`config.mk`:
```
export PLATFORM = sky130hd
export DESIGN_NAME = sum_checked_frame_parser
export DESIGN_NICKNAME = d
export VERILOG_FILES = /design/src/rtl/core/scfp_pkg.sv /design/src/rtl/core/scfp_in_stage.sv /design/src/rtl/core/scfp_parse.sv /design/src/rtl/core/scfp_out_stage.sv /design/src/rtl/core/sum_checked_frame_parser.sv
export SDC_FILE = /design/constraint.sdc
export NUM_CORES = 1
export LEC_CHECK = 0
export CAP_MARGIN = 20
export CELL_PAD_IN_SITES_DETAIL_PLACEMENT = 0
export CELL_PAD_IN_SITES_GLOBAL_PLACEMENT = 1
export CORE_MARGIN = 10
export CORE_UTILIZATION = 45
export CTS_CLUSTER_SIZE = 40
export DETAILED_ROUTE_END_ITERATION = 6
export DONT_BUFFER_PORTS = 1
export GPL_ROUTABILITY_DRIVEN = 0
export PLACE_DENSITY = 0.74
export SLEW_MARGIN = 20
export SYNTH_ARGS = -nofsm -noshare
export SYNTH_HDL_FRONTEND = slang
export SYNTH_SLANG_ARGS = --single-unit
```
`constraint.sdc`:
```
create_clock -name i_clk -period 6.2 [get_ports i_clk]
set_clock_uncertainty 0.05 [all_clocks]
set_input_delay 0.31 -clock i_clk [delete_from_list [all_inputs] [get_ports i_clk]]
set_output_delay 0.31 -clock i_clk [all_outputs]
set_load 0.1 [all_outputs]
```
`src/rtl/core/scfp_pkg.sv`:
```
`timescale 1ns / 1ps
// ----------------------------------------------------------------------------
// scfp_pkg
// Shared types and constants for the sum-checked frame parser.
// ----------------------------------------------------------------------------
package scfp_pkg;

    localparam int MAX_PACKAGE_BYTES_DEF = 1024;

    localparam logic [7:0]  HEAD_BYTE = 8'h11;
    localparam logic [7:0]  TAIL_BYTE = 8'h16;
    localparam logic [15:0] MIN_LENGTH = 16'd2;

    typedef logic [2:0] t_verdict;

    localparam t_verdict V_OK         = 3'd0;
    localparam t_verdict V_BAD_TAIL   = 3'd1;
    localparam t_verdict V_BAD_HEAD   = 3'd2;
    localparam t_verdict V_BAD_LENGTH = 3'd3;
    localparam t_verdict V_BAD_SUM    = 3'd4;
    localparam t_verdict V_TOO_LONG   = 3'd5;

    localparam logic KIND_PAYLOAD = 1'b0;
    localparam logic KIND_VERDICT = 1'b1;

    typedef struct packed {
        logic [7:0] rx_byte;
        logic       end_of_package;
    } t_item;

    typedef struct packed {
        logic       item_kind;
        logic [7:0] payload_byte;
        t_verdict   verdict;
    } t_result;

endpackage

```
`src/rtl/core/scfp_in_stage.sv`:
```
`timescale 1ns / 1ps
// ----------------------------------------------------------------------------
// scfp_in_stage
// Input register: captures one byte transaction and holds it until the
// parser advances it.
// ----------------------------------------------------------------------------
module scfp_in_stage (
    input  logic           i_clk,
    input  logic           i_rst_n,
    input  logic           i_valid,
    output logic           o_stall,
    input  scfp_pkg::t_item i_item,
    input  logic           i_advance,
    output logic           o_item_valid,
    output scfp_pkg::t_item o_item
);
    import scfp_pkg::*;

    logic  r_valid;
    logic  n_valid;
    t_item r_item;
    logic  take;

    assign o_stall = r_valid && !i_advance;
    assign take    = i_valid && !o_stall;
    assign n_valid = take || (r_valid && !i_advance);

    always_ff @(posedge i_clk) begin
        if (!i_rst_n) begin
            r_valid <= 1'b0;
        end else begin
            r_valid <= n_valid;
        end
    end

    always_ff @(posedge i_clk) begin
        if (take) begin
            r_item <= i_item;
        end
    end

    assign o_item_valid = r_valid;
    assign o_item       = r_item;

endmodule

```
`src/rtl/core/scfp_parse.sv`:
```
`timescale 1ns / 1ps
// ----------------------------------------------------------------------------
// scfp_parse
// Frame state and per-byte decode: length, running sum, checksum capture and
// the end-of-package verdict.
// ----------------------------------------------------------------------------
module scfp_parse #(
    parameter int MAX_PACKAGE_BYTES = scfp_pkg::MAX_PACKAGE_BYTES_DEF
) (
    input  logic              i_clk,
    input  logic              i_rst_n,
    input  scfp_pkg::t_item   i_item,
    input  logic              i_advance,
    output logic              o_has_result,
    output scfp_pkg::t_result o_result
);
    import scfp_pkg::*;

    localparam logic [15:0] LIMIT = 16'(MAX_PACKAGE_BYTES);

    logic [15:0] r_byte_index, n_byte_index;
    logic [15:0] r_declared_length, n_declared_length;
    logic [23:0] r_running_sum, n_running_sum;
    logic [15:0] r_received_checksum, n_received_checksum;
    logic        r_head_seen_ok, n_head_seen_ok;
    logic        r_overlong_flag, n_overlong_flag;

    logic [7:0]  b;
    logic        payload;
    logic        len_ok;
    logic [16:0] idx_ext;
    logic [16:0] len_ext;
    t_verdict    verdict;

    assign b       = i_item.rx_byte;
    assign idx_ext = {1'b0, r_byte_index};
    assign len_ext = {1'b0, r_declared_length};

    always_comb begin
        n_byte_index        = r_byte_index;
        n_declared_length   = r_declared_length;
        n_running_sum       = r_running_sum;
        n_received_checksum = r_received_checksum;
        n_head_seen_ok      = r_head_seen_ok;
        n_overlong_flag     = r_overlong_flag || (r_byte_index >= LIMIT);
        payload             = 1'b0;

        if (r_byte_index == 16'd0) begin
            n_head_seen_ok = (b == HEAD_BYTE);
        end else if (r_byte_index == 16'd1) begin
            n_declared_length = {b, 8'h00};
            n_running_sum     = r_running_sum + 24'(b);
        end else if (r_byte_index == 16'd2) begin
            n_declared_length = {r_declared_length[15:8], b};
            n_running_sum     = r_running_sum + 24'(b);
        end else begin
            if (r_byte_index <= r_declared_length) begin
                n_running_sum = r_running_sum + 24'(b);
                payload       = 1'b1;
            end
            if ((r_declared_length >= MIN_LENGTH) && (idx_ext == len_ext + 17'd1)) begin
                n_received_checksum[15:8] = b;
            end
            if ((r_declared_length >= MIN_LENGTH) && (idx_ext == len_ext + 17'd2)) begin
                n_received_checksum[7:0] = b;
            end
        end

        len_ok = (n_declared_length >= MIN_LENGTH)
              && (({1'b0, n_declared_length} + 17'd2) <= idx_ext);

        if (n_overlong_flag) begin
            verdict = V_TOO_LONG;
        end else if (b != TAIL_BYTE) begin
            verdict = V_BAD_TAIL;
        end else if (!n_head_seen_ok) begin
            verdict = V_BAD_HEAD;
        end else if (!len_ok) begin
            verdict = V_BAD_LENGTH;
        end else if (n_running_sum[15:0] != n_received_checksum) begin
            verdict = V_BAD_SUM;
        end else begin
            verdict = V_OK;
        end

        if (i_item.end_of_package) begin
            o_has_result          = 1'b1;
            o_result.item_kind    = KIND_VERDICT;
            o_result.payload_byte = 8'h00;
            o_result.verdict      = verdict;
            n_byte_index          = 16'd0;
            n_declared_length     = 16'd0;
            n_running_sum         = 24'd0;
            n_received_checksum   = 16'd0;
            n_head_seen_ok        = 1'b0;
            n_overlong_flag       = 1'b0;
        end else begin
            o_has_result          = payload && n_head_seen_ok && !n_overlong_flag;
            o_result.item_kind    = KIND_PAYLOAD;
            o_result.payload_byte = b;
            o_result.verdict      = V_OK;
            if (r_byte_index != 16'hFFFF) begin
                n_byte_index = r_byte_index + 16'd1;
            end
        end
    end

    always_ff @(posedge i_clk) begin
        if (!i_rst_n) begin
            r_byte_index        <= 16'd0;
            r_declared_length   <= 16'd0;
            r_running_sum       <= 24'd0;
            r_received_checksum <= 16'd0;
            r_head_seen_ok      <= 1'b0;
            r_overlong_flag     <= 1'b0;
        end else if (i_advance) begin
            r_byte_index        <= n_byte_index;
            r_declared_length   <= n_declared_length;
            r_running_sum       <= n_running_sum;
            r_received_checksum <= n_received_checksum;
            r_head_seen_ok      <= n_head_seen_ok;
            r_overlong_flag     <= n_overlong_flag;
        end
    end

endmodule

```
`src/rtl/core/scfp_out_stage.sv`:
```
`timescale 1ns / 1ps
// ----------------------------------------------------------------------------
// scfp_out_stage
// Result register: holds one result transaction until the sink takes it.
// ----------------------------------------------------------------------------
module scfp_out_stage (
    input  logic              i_clk,
    input  logic              i_rst_n,
    input  logic              i_load,
    input  scfp_pkg::t_result i_result,
    input  logic              i_stall,
    output logic              o_valid,
    output logic              o_busy,
    output scfp_pkg::t_result o_result
);
    import scfp_pkg::*;

    logic    r_valid;
    logic    n_valid;
    t_result r_result;

    assign o_busy  = r_valid && i_stall;
    assign n_valid = i_load || o_busy;

    always_ff @(posedge i_clk) begin
        if (!i_rst_n) begin
            r_valid <= 1'b0;
        end else begin
            r_valid <= n_valid;
        end
    end

    always_ff @(posedge i_clk) begin
        if (i_load) begin
            r_result <= i_result;
        end
    end

    assign o_valid  = r_valid;
    assign o_result = r_result;

endmodule

```
`src/rtl/core/sum_checked_frame_parser.sv`:
```
`timescale 1ns / 1ps
// ----------------------------------------------------------------------------
// sum_checked_frame_parser
// Datapath: a taken byte is held in the input register and its parsed result
// in the result register. Throughput: one byte per cycle when no stall holds
// the flow; the parse step is combinational between the two registers.
// Reset: synchronous, active low; clears frame state and both stage valids.
// Parses length-prefixed frames with a 16-bit sum checksum, byte by byte.
// ----------------------------------------------------------------------------
module sum_checked_frame_parser #(
    parameter int MAX_PACKAGE_BYTES = scfp_pkg::MAX_PACKAGE_BYTES_DEF
) (
    input  logic       i_clk,
    input  logic       i_rst_n,
    input  logic       i_valid,
    output logic       o_stall,
    input  logic [7:0] i_rx_byte,
    input  logic       i_end_of_package,
    output logic       o_valid,
    input  logic       i_stall,
    output logic       o_item_kind,
    output logic [7:0] o_payload_byte,
    output logic [2:0] o_verdict
);
    import scfp_pkg::*;

    t_item   in_item;
    t_item   stage_item;
    logic    stage_valid;
    logic    advance;
    logic    has_result;
    logic    out_busy;
    t_result result;
    t_result out_result;

    assign in_item.rx_byte        = i_rx_byte;
    assign in_item.end_of_package = i_end_of_package;

    assign advance = stage_valid && (!has_result || !out_busy);

    scfp_in_stage u_in_stage (
        .i_clk        (i_clk),
        .i_rst_n      (i_rst_n),
        .i_valid      (i_valid),
        .o_stall      (o_stall),
        .i_item       (in_item),
        .i_advance    (advance),
        .o_item_valid (stage_valid),
        .o_item       (stage_item)
    );

    scfp_parse #(
        .MAX_PACKAGE_BYTES (MAX_PACKAGE_BYTES)
    ) u_parse (
        .i_clk        (i_clk),
        .i_rst_n      (i_rst_n),
        .i_item       (stage_item),
        .i_advance    (advance),
        .o_has_result (has_result),
        .o_result     (result)
    );

    scfp_out_stage u_out_stage (
        .i_clk    (i_clk),
        .i_rst_n  (i_rst_n),
        .i_load   (advance && has_result),
        .i_result (result),
        .i_stall  (i_stall),
        .o_valid  (o_valid),
        .o_busy   (out_busy),
        .o_result (out_result)
    );

    assign o_item_kind    = out_result.item_kind;
    assign o_payload_byte = out_result.payload_byte;
    assign o_verdict      = out_result.verdict;

endmodule
```
==> impl_results.html, run 1 <==
<table>
<tr><th>Metric</th><th>Value</th></tr>
<tr><th colspan="2">Synth</th></tr>
<tr><td>Flops &amp; latches, synth</td><td>89</td></tr>
<tr><td>Post-Synthesis Mean Instance Area</td><td>8.27 um^2</td></tr>
<tr><td>Count of flip-flops with a built-in enable after synthesis</td><td>21</td></tr>
<tr><td>Largest cells by area after synthesis</td><td>dfxtp_1 (19%), edfxtp_1 (8.6%), ha_1 (8.2%)</td></tr>
<tr><td>Mapped Area</td><td>roughly 7300 um^2</td></tr>
<tr><td>Post-synth top flop</td><td>dfxtp_1</td></tr>
<tr><td>Asr flop ratio synth</td><td>0</td></tr>
<tr><td>Synth Instances</td><td>882</td></tr>
<tr><td>Warning count from the yosys run</td><td>0</td></tr>
<tr><td>Area share of the largest cell type after synthesis</td><td>0.187</td></tr>
<tr><td>Post-synthesis cell type with the largest combined area</td><td>dfxtp_1</td></tr>
<tr><td>Net count after synthesis</td><td>944</td></tr>
<tr><td>Seq/Total Area, Yosys</td><td>0.273</td></tr>
<tr><td>Number of unique standard cell types used by synthesis</td><td>75</td></tr>
<tr><th colspan="2">Layout</th></tr>
<tr><td>Antenna cell count</td><td>0</td></tr>
<tr><td>Post-synthesis to final-layout area growth</td><td>6.19%</td></tr>
<tr><td>Sequential cell area</td><td>about 2000 um^2</td></tr>
<tr><td># nets final</td><td>~910</td></tr>
<tr><td>Share of post-route cells with drive strength above 1</td><td>0.0589</td></tr>
<tr><td>Area taken by multi-input logic gates</td><td>a little under 5000 um^2</td></tr>
<tr><td># fillers</td><td>~1,600</td></tr>
<tr><td>Most frequent cells in the layout</td><td>dfxtp_1 (68), nor2_1 (61), xnor2_1 (53), nor2b_1 (53), ha_1 (48)</td></tr>
<tr><td>Most common library cell in the layout ignoring fill and taps</td><td>dfxtp_1</td></tr>
<tr><th colspan="2">Setup path</th></tr>
<tr><td>Arrival time at the worst endpoint</td><td>5.38 ns</td></tr>
<tr><td>Chain of cells forming the critical path</td><td>nor4_2 &gt; and4_1 &gt; and3_1 &gt; mux2i_1 &gt; nor4_2 &gt; and4_4 &gt; nand2_1 &gt; xnor2_1 &gt; o21ai_0 &gt; ha_1 &gt; a21o_1 &gt; a21o_1 &gt; a2111oi_0 &gt; a21oi_1 &gt; o21ai_0 &gt; a21oi_1 &gt; nor3_1 &gt; a21oi_1 &gt; a311oi_1</td></tr>
<tr><td>Worst Reg-to-Reg Cells</td><td>19</td></tr>
<tr><td>Family with the most delay on the worst path</td><td>simple AND/OR/NAND/NOR gates</td></tr>
<tr><td>Delay of the slowest critical-path stage</td><td>0.44 ns</td></tr>
<tr><td>Reg-to-reg critical path startpoint</td><td>u_parse.r_byte_index[2]</td></tr>
<tr><td>Capturing point of the worst reg2reg path</td><td>u_out_stage.o_result[2]</td></tr>
<tr><td>Buffer and inverter count on the worst path</td><td>0</td></tr>
<tr><td>Startpoint kind of the worst setup timing path</td><td>register</td></tr>
<tr><td>Kind of end point of the critical path</td><td>register</td></tr>
<tr><td>Most frequent cell on the critical path</td><td>a21oi_1</td></tr>
<tr><td>Slowest cell on the critical path</td><td>dfxtp_1</td></tr>
<tr><td>Data required time of the critical path</td><td>6.31 ns</td></tr>
<tr><td>Max FO, Critical Path</td><td>10</td></tr>
<tr><td>Kind of critical path</td><td>register to register</td></tr>
<tr><td>R2R setup slack</td><td>just over 0.9 ns</td></tr>
<tr><td>Launching instance or port of the critical path</td><td>u_parse.r_byte_index[2]</td></tr>
<tr><th colspan="2">Timing</th></tr>
<tr><td>Setup TNS</td><td>0 ns</td></tr>
<tr><td>Max Clk Rate</td><td>190 MHz</td></tr>
<tr><td>Post-layout minimum cycle time</td><td>5.27 ns</td></tr>
<tr><td>Final worst path period share</td><td>0.849</td></tr>
<tr><td>Rel. slew slack</td><td>0.247</td></tr>
<tr><td>Number of pins exceeding their max-slew limit in the final report</td><td>0</td></tr>
<tr><td>Unrepaired setup endpoints after global routing</td><td>no</td></tr>
<tr><td>Final WS setup</td><td>0.934 ns</td></tr>
<tr><td>Least-Margin Pin Slew</td><td>1.13 ns</td></tr>
<tr><td>Hold Violations, Final</td><td>0</td></tr>
<tr><td>Setup-failing EPs final</td><td>0</td></tr>
<tr><th colspan="2">Die</th></tr>
<tr><td>Core footprint</td><td>15,900 um^2</td></tr>
<tr><td>Chip Width</td><td>147 um</td></tr>
<tr><td>Die area</td><td>21,700 um^2</td></tr>
<tr><td>DIE HEIGHT</td><td>roughly 150 um</td></tr>
<tr><td>Io pins</td><td>27</td></tr>
<tr><td>Num rows</td><td>46</td></tr>
<tr><td>Initial Util</td><td>0.459</td></tr>
<tr><th colspan="2">Detailed routing</th></tr>
<tr><td>Via Count</td><td>~6,500</td></tr>
<tr><td>Wire length on met1</td><td>9400 um</td></tr>
<tr><td>DRC Markers</td><td>0</td></tr>
<tr><td>First-iteration detailed-routing DRC count</td><td>about 530</td></tr>
<tr><td>First-pass iteration count of the detailed router</td><td>5</td></tr>
<tr><td>Via-to-Cell Ratio</td><td>6.14</td></tr>
<tr><td>Wirelength, routed</td><td>~22,000 um</td></tr>
<tr><td>Routed length on met3</td><td>964 um</td></tr>
<tr><td>Top sig layer</td><td>met4</td></tr>
<tr><td>Average wire per cell in the routed design</td><td>20.8 um</td></tr>
<tr><td>Met2 WL post-DR</td><td>around 11,000 um</td></tr>
<tr><td>Residual antenna-violating net count after detailed routing</td><td>0</td></tr>
<tr><th colspan="2">Global routing</th></tr>
<tr><td>Global-route wire length before repair</td><td>34,800 um</td></tr>
<tr><td>Largest net degree at the start of global routing</td><td>54</td></tr>
<tr><td>Vias in the first global route</td><td>~6,200</td></tr>
<tr><td>Antenna violations before repair</td><td>0</td></tr>
<tr><td>Global Route Usage Sum</td><td>0.202</td></tr>
<tr><td>Leftover overflow at the end of global routing</td><td>0</td></tr>
<tr><th colspan="2">CTS</th></tr>
<tr><td>Maximum count of clock buffers along a single path</td><td>2</td></tr>
<tr><td>H-tree Lvls</td><td>3</td></tr>
<tr><td>Clock sinks</td><td>89</td></tr>
<tr><td>Number of buffers inserted by post-CTS setup repair</td><td>0</td></tr>
<tr><td>Clock root buffer master</td><td>clkbuf_16</td></tr>
<tr><td>CTS-repair resized insts</td><td>0</td></tr>
<tr><td>Number of hold-repair buffers added at the cts stage</td><td>9</td></tr>
<tr><td>Total CTS buffers</td><td>9</td></tr>
<tr><td>Clock latency on the worst-skew pair</td><td>0.36 ns</td></tr>
<tr><td>Clock tree from TritonCTS</td><td>built</td></tr>
<tr><td>Post-CTS clock slew at the launch and capture registers of the worst setup and hold paths</td><td>about 0.070 ns</td></tr>
<tr><th colspan="2">Run status</th></tr>
<tr><td>Result of the run</td><td>completed</td></tr>
<tr><th colspan="2">Power</th></tr>
<tr><td>Power share of the clock group</td><td>0.451</td></tr>
<tr><td>Maximum vdd ir drop</td><td>about 0.00015 V</td></tr>
<tr><td>Design internal power</td><td>0.00101 W</td></tr>
<tr><td>Fraction of power consumed by combinational cells</td><td>0.086</td></tr>
<tr><td>Net switching power figure</td><td>0.000368 W</td></tr>
<tr><td>Switching Fraction</td><td>0.268</td></tr>
<tr><td>Power density over cell area</td><td>approximately 180 nW/um^2</td></tr>
<tr><td>Leakage power</td><td>about 2.8 nW</td></tr>
<tr><td>Sequential share of power</td><td>0.463</td></tr>
<tr><th colspan="2">Min path</th></tr>
<tr><td>Startpoint of the lowest-slack hold path</td><td>i_rst_n</td></tr>
<tr><td>Hold WC Path Type</td><td>input port to register</td></tr>
<tr><td>Hold-critical path endpoint</td><td>u_parse.r_declared_length[5]</td></tr>
<tr><td>Min-Delay Path Depth</td><td>1</td></tr>
<tr><th colspan="2">Placement</th></tr>
<tr><td>Final HPWL DP</td><td>roughly 17,000 um</td></tr>
<tr><td>Total of buffers placed on input and output ports</td><td>0</td></tr>
<tr><td>Post-placement worst setup slack</td><td>1.04 ns</td></tr>
<tr><th colspan="2">Run</th></tr>
<tr><td>Maxcap violations</td><td>0</td></tr>
</table>
## state kept, by name (all words and copies together) (netlist names)
name	cells
u_parse.r_overlong_flag	1
u_parse.r_received_checksum	16
u_out_stage.o_valid	1
u_out_stage.o_result	12
u_parse.r_head_seen_ok	1
u_in_stage.o_item	9
u_parse.r_byte_index	16
u_parse.r_declared_length	16
u_in_stage.o_item_valid	1
u_parse.r_running_sum	16
## cell families after synthesis
| logic type | share of synthesized area |
|---|---|
| and+or+nand+nor | 0.253 |
| AOI/OAI and AO/OA | 0.185 |
| buffers and inverters | 0.0647 |
| DFF | 0.273 |
| xor gates and xnor gates | 0.0900 |
| adders and majority gates | 0.0851 |
| muxes | 0.0490 |
## worst register-to-register path, stage by stage (launching register included)
cell,delay [ns]
dfxtp_1,0.44
nor4_2,0.37
and4_1,0.35
and3_1,0.43
mux2i_1,0.19
nor4_2,0.43
and4_4,0.30
nand2_1,0.07
xnor2_1,0.15
o21ai_0,0.20
ha_1,0.29
a21o_1,0.17
a21o_1,0.16
a2111oi_0,0.40
a21oi_1,0.10
o21ai_0,0.16
a21oi_1,0.08
nor3_1,0.29
a21oi_1,0.13
a311oi_1,0.31
## metal layers
| metal | GRT usage | up-vias |
|---|---|---|
| li1 | - | 3126 |
| met4 | 0.0818 | 0 |
| met2 | 0.348 | 187 |
| met1 | 0.246 | 3190 |
| met3 | 0.0279 | 38 |
| met5 | 0 | - |
## area by class of cell
class,count,share of cell area
Multi-Input combinational cell,681,0.624
Sequential cell,89,0.257
Tap cell,216,0.0349
Clock buffer,9,0.0291
Inverter,46,0.0223
Timing Repair Buffer,17,0.0194
Clock inverter,7,0.0132
## stage by stage
stage / util / cell area (um^2) / std cells / hold WS [ns] / total power, W
2_1_floorplan: - / 7300 / 882 / 0.359 / 0.000730
3_3_place_gp: 0.461 / 7330 / 1040 / 0.359 / 0.000761
3_5_place_dp: 0.461 / 7330 / 1040 / 0.359 / 0.000762
4_1_cts: 0.488 / 7750 / 1065 / 0.0199 / 0.00138
5_1_grt: 0.488 / 7750 / 1065 / 0.0244 / 0.00142
6_report: 0.488 / 7750 / 1065 / 0.0273 / 0.00137
## worst max path at each step
| stage | slack [ns] | cells after the start | to |
|---|---|---|---|
| after floorplan | 1.82 | 21 | u_out_stage.o_result[2] |
| after global placement | 1.29 | 19 | u_out_stage.o_result[2] |
| after detailed placement | 1.04 | 19 | u_out_stage.o_result[2] |
| after CTS | 1.01 | 19 | u_out_stage.o_result[2] |
| after global routing | 0.52 | 19 | u_out_stage.o_result[2] |
| final | 0.93 | 19 | u_out_stage.o_result[2] |
## synthesized netlist by cell type (8+ instances only)
| master | count |
|---|---|
| nor2b_1 | 53 |
| or3_1 | 10 |
| ha_1 | 48 |
| buf_2 | 23 |
| nor4_1 | 22 |
| a31oi_1 | 8 |
| a22oi_1 | 34 |
| o21ai_0 | 32 |
| o21a_1 | 15 |
| inv_1 | 45 |
| a21o_1 | 9 |
| nand4_1 | 20 |
| nor2_1 | 62 |
| nor3_1 | 29 |
| dfxtp_1 | 68 |
| o21ai_1 | 12 |
| nand3_1 | 24 |
| mux2i_1 | 32 |
| a21oi_1 | 34 |
| edfxtp_1 | 21 |
| and3_1 | 19 |
| clkbuf_1 | 38 |
| nand2_1 | 43 |
| xnor2_1 | 53 |
| xor2_1 | 22 |
## power groups by stage
stage	Sequential [W]	Clock, W	Combinational (W)
6_report	0.000636	0.000620	0.000119
5_1_grt	0.000636	0.000650	0.000129
4_1_cts	0.000636	0.000627	0.000118
3_5_place_dp	0.000649	0	0.000113
3_3_place_gp	0.000649	0	0.000113
2_1_floorplan	0.000639	0	0.0000910
No activity file was read; power rests on OpenSTA's default activity.
==> inputs of run 2 (changes only) <==
- PLACE_DENSITY: 0.74 -> 0.77
- clock period: 6.2 -> 4.65 ns (I/O delays scaled with it)
==> run 2 against run 1 <==
Via count up 4.3%. Maximum frequency up 19%. Utilization up 2.9 points. Sequential power up 32%.
==> impl_results.html, run 2 (synthesis gave the netlist of run 1 again) <==
<table>
<tr><th>Metric</th><th>Value</th></tr>
<tr><th colspan="2">Detailed routing</th></tr>
<tr><td>Via-to-Cell Ratio</td><td>6.10 (-0.60%)</td></tr>
<tr><td>Routed length on met3</td><td>1250 um (+30%)</td></tr>
<tr><td>First-iteration detailed-routing DRC count</td><td>562 (+6.6%)</td></tr>
<tr><td>Wirelength, routed</td><td>23,100 um (+4.1%)</td></tr>
<tr><td>Met2 WL post-DR</td><td>11,300 um (+1.5%)</td></tr>
<tr><td>Via Count</td><td>6,825 (+4.3%)</td></tr>
<tr><td>Average wire per cell in the routed design</td><td>20.7 um (-0.81%)</td></tr>
<tr><td>First-pass iteration count of the detailed router</td><td>5 (unchanged)</td></tr>
<tr><td>DRC Markers</td><td>0 (unchanged)</td></tr>
<tr><td>Top sig layer</td><td>met4</td></tr>
<tr><td>Residual antenna-violating net count after detailed routing</td><td>0 (unchanged)</td></tr>
<tr><td>Wire length on met1</td><td>9770 um (+3.9%)</td></tr>
<tr><th colspan="2">Layout</th></tr>
<tr><td>Final instance area</td><td>8210 um^2 (+6.0%)</td></tr>
<tr><td>Most frequent cells in the layout</td><td>dfxtp_1 (66), nor2_1 (61), buf_4 (58)</td></tr>
<tr><td>Most common library cell in the layout ignoring fill and taps</td><td>dfxtp_1</td></tr>
<tr><td>Antenna cell count</td><td>0 (unchanged)</td></tr>
<tr><td>Utilization of the core after routing</td><td>0.517 (+0.0293)</td></tr>
<tr><td>Post-synthesis to final-layout area growth</td><td>12.6%</td></tr>
<tr><td>Sequential cell area</td><td>1990 um^2 (+0.13%)</td></tr>
<tr><td>Area taken by multi-input logic gates</td><td>4910 um^2 (+1.6%)</td></tr>
<tr><td>Share of post-route cells with drive strength above 1</td><td>0.124 (+0.0653)</td></tr>
<tr><td># nets final</td><td>959 (+5.8%)</td></tr>
<tr><td># fillers</td><td>1,494 (-5.9%)</td></tr>
<tr><th colspan="2">Min path</th></tr>
<tr><td>Hold WC Path Type</td><td>input port to register</td></tr>
<tr><th colspan="2">Die</th></tr>
<tr><td>Initial Util</td><td>0.459 (unchanged)</td></tr>
<tr><td>DIE HEIGHT</td><td>147 um (unchanged)</td></tr>
<tr><td>Chip Width</td><td>147 um (unchanged)</td></tr>
<tr><td>Num rows</td><td>46 (unchanged)</td></tr>
<tr><td>Core footprint</td><td>15,900 um^2 (unchanged)</td></tr>
<tr><td>Die area</td><td>21,700 um^2 (unchanged)</td></tr>
<tr><td>Io pins</td><td>27 (unchanged)</td></tr>
<tr><th colspan="2">Setup path</th></tr>
<tr><td>Kind of critical path</td><td>register to register</td></tr>
<tr><td>Data required time of the critical path</td><td>4.69 ns (-1.62 ns)</td></tr>
<tr><td>Startpoint kind of the worst setup timing path</td><td>register</td></tr>
<tr><td>Arrival time at the worst endpoint</td><td>4.48 ns (-0.90 ns)</td></tr>
<tr><td>Kind of end point of the critical path</td><td>register</td></tr>
<tr><td>Max FO, Critical Path</td><td>4 (-6)</td></tr>
<tr><th colspan="2">Global routing</th></tr>
<tr><td>Largest net degree at the start of global routing</td><td>53 (-1.9%)</td></tr>
<tr><td>Vias in the first global route</td><td>6,675 (+7.6%)</td></tr>
<tr><td>Global-route wire length before repair</td><td>36,600 um (+5.1%)</td></tr>
<tr><td>Leftover overflow at the end of global routing</td><td>0 (unchanged)</td></tr>
<tr><td>Global Route Usage Sum</td><td>0.208 (+0.00666)</td></tr>
<tr><td>Antenna violations before repair</td><td>0 (unchanged)</td></tr>
<tr><th colspan="2">CTS</th></tr>
<tr><td>H-tree Lvls</td><td>3 (unchanged)</td></tr>
<tr><td>Total CTS buffers</td><td>9 (unchanged)</td></tr>
<tr><td>Clock root buffer master</td><td>clkbuf_16</td></tr>
<tr><td>Clock tree from TritonCTS</td><td>built</td></tr>
<tr><td>Clock sinks</td><td>89 (unchanged)</td></tr>
<tr><td>Post-CTS clock slew at the launch and capture registers of the worst setup and hold paths</td><td>0.07 ns (about the same)</td></tr>
<tr><td>Maximum count of clock buffers along a single path</td><td>2 (unchanged)</td></tr>
<tr><td>Clock latency on the worst-skew pair</td><td>0.35 ns (about the same)</td></tr>
<tr><th colspan="2">Timing</th></tr>
<tr><td>Rel. slew slack</td><td>0.243 (-0.00360)</td></tr>
<tr><td>Setup-failing EPs final</td><td>0 (unchanged)</td></tr>
<tr><td>Number of pins exceeding their max-slew limit in the final report</td><td>0 (unchanged)</td></tr>
<tr><td>Least-Margin Pin Slew</td><td>1.13 ns (+0.00540 ns)</td></tr>
<tr><td>Post-layout minimum cycle time</td><td>4.43 ns (-0.832 ns)</td></tr>
<tr><td>Hold Violations, Final</td><td>0 (unchanged)</td></tr>
<tr><td>Final worst path period share</td><td>0.954 (+0.104)</td></tr>
<tr><td>Max Clk Rate</td><td>226 MHz (+19%)</td></tr>
<tr><td>Final WS setup</td><td>0.216 ns (-0.718 ns)</td></tr>
<tr><th colspan="2">Power</th></tr>
<tr><td>Power density over cell area</td><td>216 nW/um^2 (+22%)</td></tr>
<tr><td>Leakage power</td><td>3.11 nW (+9.6%)</td></tr>
<tr><td>Maximum vdd ir drop</td><td>0.000162 V (+6.2%)</td></tr>
<tr><th colspan="2">Placement</th></tr>
<tr><td>Final HPWL DP</td><td>17,400 um (+4.2%)</td></tr>
<tr><td>Placed instance area</td><td>7670 um^2 (+4.6%)</td></tr>
<tr><td>Total of buffers placed on input and output ports</td><td>0 (unchanged)</td></tr>
<tr><td>Post-placement worst setup slack</td><td>-0.0597 ns (-1.10 ns)</td></tr>
<tr><th colspan="2">Run</th></tr>
<tr><td>Maxcap violations</td><td>0 (unchanged)</td></tr>
<tr><th colspan="2">Run status</th></tr>
<tr><td>Result of the run</td><td>completed</td></tr>
</table>
## run 2: through the flow
| step | cells | TNS (ns) | total power (W) | hold WS, ns |
|---|---|---|---|---|
| 5_1_grt | 1118 | -0.119 | 0.00183 | 0.0599 |
| 3_5_place_dp | 1085 | -0.0597 | 0.00102 | 0.281 |
| 3_3_place_gp | 1085 | 0 | 0.00102 | 0.281 |
| 2_1_floorplan | 882 | 0 | 0.000973 | 0.281 |
| 4_1_cts | 1113 | 0 | 0.00178 | 0.0404 |
| 6_report | 1118 | 0 | 0.00177 | 0.0483 |
## run 2: final timing paths
kind	startpoint	end	slack, ns	cells past startpoint
min reg2reg	u_parse.r_overlong_flag	u_parse.r_overlong_flag	0.48	2
max reg2reg	u_parse.r_byte_index[13]	u_out_stage.o_result[0]	0.22	21
min	i_rst_n	u_parse.r_overlong_flag	0.05	2
max	u_parse.r_byte_index[13]	u_out_stage.o_result[0]	0.22	21
## run 2: metal layers
layer | global-route usage | up-vias
met4 | 0.0847 | 0
met3 | 0.0356 | 62
met2 | 0.350 | 247
met5 | 0 | -
li1 | - | 3238
met1 | 0.258 | 3278
## run 2: worst max-delay path, stage by stage, from the launching register on
cell       delay, ns
dfxtp_2         0.34
nor4_4          0.32
nand4_1         0.19
buf_6           0.19
nor4b_4         0.30
a22o_1          0.24
ha_2            0.21
nand3_2         0.10
nor3_1          0.14
nand4_1         0.19
xor2_1          0.21
ha_1            0.19
a21o_1          0.18
a21o_1          0.18
a2111oi_2       0.28
a21oi_1         0.11
o21ai_1         0.13
a21oi_1         0.09
nor3_2          0.23
buf_4           0.15
o21a_1          0.10
nor2_1          0.04
## run 2: report_power, final
group	total, W	internal (W)	switching, W	leakage (nW)
logic	0.000189	0.0000711	0.000117	2.22
clock network	0.000750	0.000419	0.000330	0.137
registers	0.000837	0.000803	0.0000337	0.746
## run 2: layout make-up
cell class / instances / share of cell area
Tap cell: 216 / 0.0329
Inverter: 46 / 0.0210
Sequential cell: 89 / 0.243
Clock buffer: 10 / 0.0279
Multi-Input combinational cell: 681 / 0.598
Clock inverter: 6 / 0.00807
Timing Repair Buffer: 70 / 0.0690
## run 2: timing repair
item / in CTS / in global routing
resized for setup: 1 / 21
endpoints found under the setup margin: 2 / 3
setup buffers: 1 / 6
pin swaps: 1 / 15
hold buffers: 11 / 0
endpoints found under the hold margin: 61 / 0
==> inputs of run 3 (changes only) <==
- PLACE_DENSITY: 0.77 -> not set
- PLACE_DENSITY_LB_ADDON: not set -> 0.1
==> run 3 against run 2 <==
Clock power grew 13%. Power rose by 5.8%. Global-route usage increased by 0.73 points. Die area stayed put. Final area is 0.67% higher.
==> impl_results.html, run 3 (synthesis gave the netlist of run 1 again) <==
<table>
<tr><th>Metric</th><th>Value</th></tr>
<tr><th colspan="2">Placement</th></tr>
<tr><td>Post-placement worst setup slack</td><td>0.00493 ns (+0.0647 ns)</td></tr>
<tr><td>Final HPWL DP</td><td>18,100 um (+3.9%)</td></tr>
<tr><td>DP Cell Count</td><td>1,091 (+0.55%)</td></tr>
<tr><td>Total of buffers placed on input and output ports</td><td>0 (unchanged)</td></tr>
<tr><td>Placed instance area</td><td>7710 um^2 (+0.59%)</td></tr>
<tr><th colspan="2">Global routing</th></tr>
<tr><td>Antenna violations before repair</td><td>0 (unchanged)</td></tr>
<tr><td>Global-route wire length before repair</td><td>37,000 um (+1.1%)</td></tr>
<tr><td>Routing usage on met1</td><td>0.258 (about the same)</td></tr>
<tr><td>Vias in the first global route</td><td>6,463 (-3.2%)</td></tr>
<tr><td>Global Route Usage Sum</td><td>0.216 (+0.00732)</td></tr>
<tr><td>Met3 demand-to-capacity share in global routing</td><td>0.0298 (-0.00584)</td></tr>
<tr><td>Leftover overflow at the end of global routing</td><td>0 (unchanged)</td></tr>
<tr><td>M2 GR Usage</td><td>0.371 (+0.0207)</td></tr>
<tr><td>Layer with the highest usage</td><td>met2</td></tr>
<tr><td>Largest net degree at the start of global routing</td><td>54 (+1.9%)</td></tr>
<tr><th colspan="2">CTS</th></tr>
<tr><td>Clock root buffer master</td><td>clkbuf_16</td></tr>
<tr><td>H-tree Lvls</td><td>3 (unchanged)</td></tr>
<tr><td>Total CTS buffers</td><td>9 (unchanged)</td></tr>
<tr><td>Clock latency on the worst-skew pair</td><td>0.36 ns (about the same)</td></tr>
<tr><td>Post-CTS clock slew at the launch and capture registers of the worst setup and hold paths</td><td>0.07 ns (about the same)</td></tr>
<tr><td>Clock tree from TritonCTS</td><td>built</td></tr>
<tr><td>Clock sinks</td><td>89 (unchanged)</td></tr>
<tr><td>Maximum count of clock buffers along a single path</td><td>2 (unchanged)</td></tr>
<tr><th colspan="2">Layout</th></tr>
<tr><td>Non-Filler Instances</td><td>1,123 (+0.45%)</td></tr>
<tr><td># nets final</td><td>964 (+0.52%)</td></tr>
<tr><td># fillers</td><td>1,535 (+2.7%)</td></tr>
<tr><td>Final instance area</td><td>8270 um^2 (+0.67%)</td></tr>
<tr><td>Most common library cell in the layout ignoring fill and taps</td><td>dfxtp_1</td></tr>
<tr><td>Share of post-route cells with drive strength above 1</td><td>0.130 (+0.00593)</td></tr>
<tr><td>Sequential cell area</td><td>1990 um^2 (about the same)</td></tr>
<tr><td>Post-synthesis to final-layout area growth</td><td>13.3%</td></tr>
<tr><td>Area taken by multi-input logic gates</td><td>4890 um^2 (-0.38%)</td></tr>
<tr><td>Most frequent cells in the layout</td><td>dfxtp_1 (67), buf_4 (64), nor2_1 (60)</td></tr>
<tr><td>Antenna cell count</td><td>0 (unchanged)</td></tr>
<tr><th colspan="2">Detailed routing</th></tr>
<tr><td>Average wire per cell in the routed design</td><td>21.3 um (+2.8%)</td></tr>
<tr><td>DRC Markers</td><td>0 (unchanged)</td></tr>
<tr><td>First-iteration detailed-routing DRC count</td><td>532 (-5.3%)</td></tr>
<tr><td>Via Count</td><td>6,741 (-1.2%)</td></tr>
<tr><td>Residual antenna-violating net count after detailed routing</td><td>0 (unchanged)</td></tr>
<tr><td>First-pass iteration count of the detailed router</td><td>5 (unchanged)</td></tr>
<tr><td>Wirelength, routed</td><td>23,900 um (+3.3%)</td></tr>
<tr><td>Via-to-Cell Ratio</td><td>6.00 (-1.7%)</td></tr>
<tr><th colspan="2">Setup path</th></tr>
<tr><td>Family with the most delay on the worst path</td><td>simple AND/OR/NAND/NOR gates</td></tr>
<tr><td>Data required time of the critical path</td><td>4.72 ns (+0.03 ns)</td></tr>
<tr><td>Chain of cells forming the critical path</td><td>nor4_4 &gt; nand4_1 &gt; nor4b_2 &gt; a22oi_1 &gt; inv_1 &gt; ha_2 &gt; nand3_2 &gt; nor3_2 &gt; nand4_1 &gt; nor2_1 &gt; xnor2_1 &gt; ha_1 &gt; a21o_1 &gt; a2111oi_4 &gt; a21oi_1 &gt; o21ai_1 &gt; a21oi_1 &gt; nor3_2 &gt; buf_4 &gt; nand2b_1 &gt; and3_1</td></tr>
<tr><td>Kind of end point of the critical path</td><td>register</td></tr>
<tr><td>Kind of critical path</td><td>register to register</td></tr>
<tr><td>Max FO, Critical Path</td><td>3 (-1)</td></tr>
<tr><td>Buffer and inverter count on the worst path</td><td>2 (unchanged)</td></tr>
<tr><td>Slowest cell on the critical path</td><td>nor4b_2</td></tr>
<tr><td>Arrival time at the worst endpoint</td><td>4.54 ns (+0.06 ns)</td></tr>
<tr><td>Delay of the slowest critical-path stage</td><td>0.41 ns (+0.07 ns)</td></tr>
<tr><td>Startpoint kind of the worst setup timing path</td><td>register</td></tr>
<tr><th colspan="2">Timing</th></tr>
<tr><td>Number of pins exceeding their max-slew limit in the final report</td><td>0 (unchanged)</td></tr>
<tr><td>Least-Margin Pin Slew</td><td>1.13 ns (-0.0000312 ns)</td></tr>
<tr><td>Rel. slew slack</td><td>0.243 (about the same)</td></tr>
<tr><td>Unrepaired setup endpoints after global routing</td><td>yes</td></tr>
<tr><td>Max Clk Rate</td><td>224 MHz (-0.77%)</td></tr>
<tr><td>Setup-failing EPs final</td><td>0 (unchanged)</td></tr>
<tr><td>Post-layout minimum cycle time</td><td>4.47 ns (+0.0345 ns)</td></tr>
<tr><td>Hold Violations, Final</td><td>0 (unchanged)</td></tr>
<tr><td>Final worst path period share</td><td>0.961 (+0.00741)</td></tr>
<tr><td>Final WS setup</td><td>0.181 ns (-0.0345 ns)</td></tr>
<tr><th colspan="2">Die</th></tr>
<tr><td>Initial Util</td><td>0.459 (unchanged)</td></tr>
<tr><td>Core footprint</td><td>15,900 um^2 (unchanged)</td></tr>
<tr><td>Num rows</td><td>46 (unchanged)</td></tr>
<tr><td>Chip Width</td><td>147 um (unchanged)</td></tr>
<tr><td>Io pins</td><td>27 (unchanged)</td></tr>
<tr><td>Die area</td><td>21,700 um^2 (unchanged)</td></tr>
<tr><td>DIE HEIGHT</td><td>147 um (unchanged)</td></tr>
<tr><th colspan="2">Run</th></tr>
<tr><td>Maxcap violations</td><td>0 (unchanged)</td></tr>
<tr><th colspan="2">Power</th></tr>
<tr><td>Maximum vdd ir drop</td><td>0.000185 V (+14%)</td></tr>
<tr><td>Leakage power</td><td>3.15 nW (+1.3%)</td></tr>
<tr><td>Power density over cell area</td><td>227 nW/um^2 (+5.1%)</td></tr>
<tr><th colspan="2">Run status</th></tr>
<tr><td>Result of the run</td><td>completed</td></tr>
<tr><th colspan="2">Min path</th></tr>
<tr><td>Hold WC Path Type</td><td>input port to register</td></tr>
</table>
-- run 3: per-layer routing --
metal | up-vias | routed length (um)
met5 | - | 0
met4 | 0 | 1090
met3 | 59 | 1050
met2 | 225 | 11600
met1 | 3219 | 10100
li1 | 3238 | -
-- run 3: where the power goes --
group | total [W] | internal [W] | switching, W | leakage [nW]
Sequential | 0.000837 | 0.000802 | 0.0000343 | 0.745
Clock | 0.000849 | 0.000495 | 0.000354 | 0.166
Combinational | 0.000193 | 0.0000713 | 0.000121 | 2.23
Total | 0.00188 | 0.00137 | 0.000510 | 3.15
-- run 3: repair_timing --
item                       CTS  global route
resized for setup            1            14
pin swaps                    1            16
setup endpoints to repair    2             3
cloned                       0             0
hold buffers                11             0
buffers inserted             1             4
hold endpoints to repair    62             0
-- run 3: cell type report --
cell class	count	share of cell area
multi-input cells	681	0.592
flip-flops and latches	89	0.241
repair buffers	75	0.0726
well taps	216	0.0327
clock buffers	10	0.0289
inverters	46	0.0209
clock inverters	6	0.0118
-- run 3: final timing paths --
kind / from / end / slack (ns) / cells past startpoint
max reg2reg: u_parse.r_byte_index[13] / u_out_stage.o_result[1] / 0.18 / 21
max: u_parse.r_byte_index[13] / u_out_stage.o_result[1] / 0.18 / 21
min reg2reg: u_parse.r_overlong_flag / u_parse.r_overlong_flag / 0.46 / 2
min: i_stall / u_out_stage.o_valid / 0.03 / 2
-- run 3: metrics by stage --
stage	utilization	total power (W)	TNS (ns)	hold slack (ns)
floorplan	-	0.000973	0	0.281
global placement	0.486	0.00103	0	0.281
detailed placement	0.486	0.00103	0	0.281
CTS	0.515	0.00188	0	0.0223
global route	0.520	0.00193	-0.336	0.0455
finish	0.520	0.00188	0	0.0333
